## src/rtl/core/cgm_pkg.sv

```systemverilog
// cgm_pkg: shared types, codes and defaults for the complex tile multiply block
// no dependencies; imported by every module in rtl/core
package cgm_pkg;

  localparam int DEF_TILE_ROWS = 4;
  localparam int DEF_TILE_COLS = 4;
  localparam int DEF_ACC_WIDTH = 48;

  // operation codes carried in the input transaction
  typedef enum logic [2:0] {
    OP_CLEAR  = 3'd0,
    OP_LOAD_A = 3'd1,
    OP_LOAD_B = 3'd2,
    OP_UPDATE = 3'd3,
    OP_MERGE  = 3'd4
  } op_t;

  // configuration register indexes
  typedef enum logic [1:0] {
    REG_ALPHA_REAL = 2'd0,
    REG_ALPHA_IMAG = 2'd1,
    REG_BETA_REAL  = 2'd2,
    REG_BETA_IMAG  = 2'd3
  } reg_idx_t;

  typedef struct packed {
    logic signed [15:0] re;
    logic signed [15:0] im;
  } cplx_t;

  typedef struct packed {
    logic [2:0]         operation;
    logic [1:0]         row;
    logic [1:0]         col;
    logic signed [15:0] value_real;
    logic signed [15:0] value_imag;
  } item_t;

  typedef struct packed {
    logic [1:0]         out_row;
    logic [1:0]         out_col;
    logic signed [15:0] c_real;
    logic signed [15:0] c_imag;
  } result_t;

  // command token that walks along the cell chain
  typedef struct packed {
    logic valid;
    op_t  op;
  } cmd_t;

endpackage

```

## src/rtl/core/cgm_cell.sv

```systemverilog
// cgm_cell: one accumulator cell of the chain, holds one complex tile element
// depends on cgm_pkg (cplx_t, cmd_t, op_t)
module cgm_cell #(
  parameter int ACC_WIDTH = cgm_pkg::DEF_ACC_WIDTH,
  parameter int IDX_W     = 4,
  parameter int CELL_IDX  = 0
) (
  input  logic                        clk,
  input  logic                        rst,
  input  cgm_pkg::cmd_t               cmd_in,
  input  logic [IDX_W-1:0]            idx_in,
  input  logic signed [ACC_WIDTH-1:0] data_r_in,
  input  logic signed [ACC_WIDTH-1:0] data_i_in,
  input  cgm_pkg::cplx_t              a,
  input  cgm_pkg::cplx_t              b,
  output cgm_pkg::cmd_t               cmd_out,
  output logic [IDX_W-1:0]            idx_out,
  output logic signed [ACC_WIDTH-1:0] data_r_out,
  output logic signed [ACC_WIDTH-1:0] data_i_out
);
  import cgm_pkg::*;

  localparam int SUMW = ACC_WIDTH + 1;
  localparam logic signed [ACC_WIDTH-1:0] ACC_MAX = {1'b0, {(ACC_WIDTH-1){1'b1}}};
  localparam logic signed [ACC_WIDTH-1:0] ACC_MIN = {1'b1, {(ACC_WIDTH-1){1'b0}}};

  cmd_t                        cmd_q;
  logic [IDX_W-1:0]            idx_q;
  logic signed [ACC_WIDTH-1:0] dr_q;
  logic signed [ACC_WIDTH-1:0] di_q;
  logic signed [ACC_WIDTH-1:0] acc_r;
  logic signed [ACC_WIDTH-1:0] acc_i;
  logic signed [31:0]          p_rr, p_ii, p_ri, p_ir;
  logic                        pend;
  logic signed [32:0]          term_r, term_i;
  logic signed [SUMW-1:0]      sum_r, sum_i;
  logic signed [ACC_WIDTH-1:0] acc_r_next, acc_i_next;
  logic                        hit;

  assign hit = cmd_q.valid && (cmd_q.op == OP_MERGE) && (idx_q == IDX_W'(CELL_IDX));

  assign cmd_out    = cmd_q;
  assign idx_out    = idx_q;
  assign data_r_out = hit ? acc_r : dr_q;
  assign data_i_out = hit ? acc_i : di_q;

  // complex product terms, then saturating accumulate
  assign term_r = 33'(p_rr) - 33'(p_ii);
  assign term_i = 33'(p_ri) + 33'(p_ir);
  assign sum_r  = SUMW'(acc_r) + SUMW'(term_r);
  assign sum_i  = SUMW'(acc_i) + SUMW'(term_i);

  always_comb begin
    acc_r_next = sum_r[ACC_WIDTH-1:0];
    acc_i_next = sum_i[ACC_WIDTH-1:0];
    if (sum_r[SUMW-1] != sum_r[SUMW-2]) begin
      acc_r_next = sum_r[SUMW-1] ? ACC_MIN : ACC_MAX;
    end
    if (sum_i[SUMW-1] != sum_i[SUMW-2]) begin
      acc_i_next = sum_i[SUMW-1] ? ACC_MIN : ACC_MAX;
    end
  end

  always_ff @(posedge clk) begin
    if (rst) begin
      cmd_q <= '{valid: 1'b0, op: OP_CLEAR};
      pend  <= 1'b0;
      acc_r <= '0;
      acc_i <= '0;
    end else begin
      cmd_q <= cmd_in;
      pend  <= cmd_q.valid && (cmd_q.op == OP_UPDATE);
      if (cmd_q.valid && (cmd_q.op == OP_CLEAR)) begin
        acc_r <= '0;
        acc_i <= '0;
      end else if (pend) begin
        acc_r <= acc_r_next;
        acc_i <= acc_i_next;
      end
    end
  end

  always_ff @(posedge clk) begin
    idx_q <= idx_in;
    dr_q  <= data_r_in;
    di_q  <= data_i_in;
    p_rr  <= 32'(a.re) * 32'(b.re);
    p_ii  <= 32'(a.im) * 32'(b.im);
    p_ri  <= 32'(a.re) * 32'(b.im);
    p_ir  <= 32'(a.im) * 32'(b.re);
  end

endmodule

```

## config.mk

```make
export PLATFORM = sky130hd
export DESIGN_NAME = cgm_cell
export DESIGN_NICKNAME = d
export VERILOG_FILES = /design/src/rtl/core/cgm_pkg.sv /design/src/rtl/core/cgm_cell.sv
export SDC_FILE = /design/constraint.sdc
export NUM_CORES = 2
export LEC_CHECK = 0
export ABC_AREA = 1
export ABC_CLOCK_PERIOD_IN_PS = 12000
export BUFFER_PORTS_ARGS = -buffer_cell sky130_fd_sc_hd__buf_2
export CAP_MARGIN = 20
export CORE_MARGIN = 2
export CORE_UTILIZATION = 45
export DETAILED_ROUTE_END_ITERATION = 7
export PLACE_DENSITY = 0.58
export SLEW_MARGIN = 0
export SYNTH_ARGS = -nofsm -noshare
export SYNTH_HDL_FRONTEND = slang
export SYNTH_SLANG_ARGS = --single-unit
```

## constraint.sdc

```tcl
create_clock -name clk -period 12 [get_ports clk]
set_input_delay 1.8 -clock clk [delete_from_list [all_inputs] [get_ports clk]]
set_output_delay 1.8 -clock clk [all_outputs]
set_load 0.005 [all_outputs]
```

==> flow_summary_export.csv <==
group,metric,value,unit
timing,fin_skew,0.0335,ns
global_route,grt.total_usage,0.263,
cts,cts.sinks,329,
cts,hold_buffers,0,
logic_synthesis,syn_nets,9382,
place,place_ws,3.44,ns
timing,setup_ws,4.00,ns
critical_path,cp.required,12.48,ns
flow_run,drv_cap,0,
critical_path,max_stage_delay,0.72,ns
critical_path,crit_type,"input pin to flip-flop",
timing,slew_headroom,0.274,
final_layout,fillers,13282,
timing,tightest_slew,1.09,ns
timing,finalCriticalPeriod,8.00,ns
final_layout,post_route_cells_drive_above_1_share,0.0673,
global_route,antenna_found_initial,24,
cts,clockBufferDepth,3,
logic_synthesis,synth_seq_cells,329,
global_route,grt_pass1_vias,49799,
cts,cts-root-buf,"clkbuf_16",
cts,clock_latency,0.59,ns
logic_synthesis,yosys.cell_types.count,49,
timing,setup_violations,0,
final_layout,seqCellArea,0.00659,mm2
timing,setup_tns,0,ns
critical_path,crit_buf_inv,5,
place,dp_hpwl,141000,um
logic_synthesis,postSynthAreaPerCell,7.83,um2
floorplan,rows,133,
detailed_routing,routed_via_density,4.97,
floorplan,core_area,0.132,mm2
detailed_routing,postRouteAntennaNets,0,
detailed_routing,wl,175000,um
global_route,grt_first_pass_wirelength,279000,um
detailed_routing,wl_per_cell,18.4,um
floorplan,die_h,369,um
timing,rsz0062_at_grt,"false",
timing,max_freq,125,MHz
detailed_routing,vias,47312,
place,port_buffers,273,
floorplan,io-pin-count,274,
critical_path,start_kind,"input pin",
logic_synthesis,synth_warnings,0,
cts,htreeDepth,2,
cts,cts_resized,0,
place,gp_congestion,0.920,
floorplan,start_util,0.454,
cts,tritoncts,"yes",
critical_path,cp.arrival,8.48,ns
detailed_routing,dr.pass1.iters,6,
critical_path,crit_top_cell,"fa_1",
critical_path,crit_path_max_fanout,32,
logic_synthesis,synth_cells,7643,
final_layout,stdcell_area,0.0638,mm2
floorplan,die_w,369,um
critical_path,crit_slowest_cell,"nor3_1",
place,place_area,0.0626,mm2
timing,final.period_utilization,0.667,
final_layout,syn2layout_area_growth,6.65,%
timing,hold_viol,0,
worst_hold_path,hold_path_class,"flip-flop to flip-flop",
cts,cts_setup_buffers,0,
floorplan,die-area,0.136,mm2
cts,numCtsBuffers,38,
critical_path,critPathTopFamily,"adder cells",
critical_path,end_kind,"flip-flop",
logic_synthesis,synth_seq_area_share,0.110,
global_route,grt_max_degree,106,
status,outcome,"finished, final reports clean",
global_route,grt.overflow.total,0,
detailed_routing,drc_errors,0,
cts,clk_pin_slew,0.06,ns
detailed_routing,drtIter0Drc,2902,
critical_path,crit_chain,"buf_2 > nand2_1 > inv_1 > fa_1 > fa_1 > fa_1 > fa_1 > fa_1 > inv_1 > fa_1 > inv_1 > ha_1 > nand2_1 > inv_1 > nand2_1 > nor3_1 > nand4_1 > nand3_1 > a21o_1 > a21oi_1 > xnor2_1",
final_layout,multi_input_area,0.0441,mm2
final_layout,final_nets,9474,
logic_synthesis,synth_area,0.0598,mm2
timing,slew_viol_final,0,
## registers in the layout, summed over array words and instances, names as in the netlist
name	flops
p_ri	32
dr_q	48
cmd_out	4
idx_out	4
acc_i	48
acc_r	48
p_ii	32
di_q	48
p_rr	32
pend	1
p_ir	32
## layout by cell type, fill, tap and decap left out, types with 8 or more instances in the layout
master and instances:
a21boi_0 8, a21o_1 24, a21oi_1 277, a21oi_2 48, a31oi_1 23, buf_2 273
buf_4 29, clkbuf_1 8, clkbuf_16 39, dfxtp_1 328, fa_1 1145, ha_1 424
inv_1 2132, inv_2 23, mux2_2 46, nand2_1 1746, nand2_2 17, nand3_1 173
nand4_1 52, nor2_1 319, nor2_2 8, nor3_1 37, o21a_1 11, o21ai_0 245
o21bai_1 33, xnor2_1 85, xor2_1 133
## metal layers
layer / wire [um] / vias to the layer above / global-route usage
met1: 80200 / 23253 / 0.377
met2: 77500 / 1404 / 0.413
li1: - / 22409 / -
met4: 4280 / 26 / 0.0609
met5: 172 / - / 0
met3: 13000 / 220 / 0.0486
## Yosys cell counts (all sizes together)
| cell type | number | area (um2) |
|---|---|---|
| a211oi | 1 | 7.51 |
| a21boi | 8 | 60.1 |
| a21o | 24 | 180 |
| a21oi | 327 | 1820 |
| a221oi | 5 | 43.8 |
| a31o | 1 | 8.76 |
| a31oi | 23 | 144 |
| and2 | 1 | 6.26 |
| buf | 24 | 213 |
| clkbuf | 227 | 852 |
| clkinv | 2 | 7.51 |
| dfxtp | 329 | 6590 |
| fa | 1145 | 22900 |
| ha | 424 | 5310 |
| inv | 2155 | 8090 |
| mux2 | 46 | 518 |
| nand2 | 1765 | 6680 |
| nand3 | 176 | 896 |
| nand3b | 4 | 30.0 |
| nand4 | 52 | 325 |
| nor2 | 329 | 1270 |
| nor2b | 1 | 6.26 |
| nor3 | 39 | 205 |
| nor4 | 5 | 31.3 |
| o211a | 1 | 10.0 |
| o211ai | 5 | 37.5 |
| o21a | 11 | 82.6 |
| o21ai | 249 | 1250 |
| o21bai | 33 | 248 |
| o221a | 1 | 11.3 |
| o221ai | 1 | 8.76 |
| o31ai | 5 | 37.5 |
| or2 | 5 | 31.3 |
| or3 | 1 | 6.26 |
| xnor2 | 85 | 744 |
| xor2 | 133 | 1160 |
## worst min-delay path, cell delays in order, from the launching register on
cell     delay [ns]
dfxtp_1        0.32
nand3_1        0.08
nor2_1         0.04
## layout make-up
class | instances | share of cell area
tap | 1755 | 0.0344
timing repair buffer | 303 | 0.0253
inverter | 2157 | 0.127
clock buffer | 51 | 0.0166
sequential | 329 | 0.103
antenna | 3 | 0.000118
multi-input combinational | 4906 | 0.691
clock inverter | 15 | 0.00235
## kinds of logic (layout without fill, tap and decap cells)
| logic type | Yosys count | count (layout) | synth area share |
|---|---|---|---|
| buffers and inverters | 2408 | 2526 | 0.153 |
| and+or+nand+nor | 2378 | 2378 | 0.159 |
| adders and majority gates | 1569 | 1569 | 0.472 |
| AOI/OAI and AO/OA | 695 | 695 | 0.0659 |
| DFF | 329 | 329 | 0.110 |
| xor gates and xnor gates | 218 | 218 | 0.0319 |
| muxes | 46 | 46 | 0.00866 |
| other | 0 | 3 | 0 |
## worst paths after layout
check             start  endpoint  slack (ns)  cells after the start
max reg2reg    p_rr[31]  acc_r[8]        7.40                     16
max               a[31]  p_ri[26]        4.00                     21
min          cmd_out[1]      pend        0.48                      2
min reg2reg  cmd_out[1]      pend        0.48                      2
## through the flow
stage / hold WS [ns] / instances / utilization
floorplan: 0.464 / 7643 / -
global placement: 0.470 / 9449 / 0.475
detailed placement: 0.463 / 9449 / 0.475
CTS: 0.475 / 9515 / 0.484
global route: 0.504 / 9518 / 0.484
finish: 0.483 / 9519 / 0.484
Power is not shown: default switching activity piles up to over one toggle a cycle in this logic, so the estimate is an artifact.
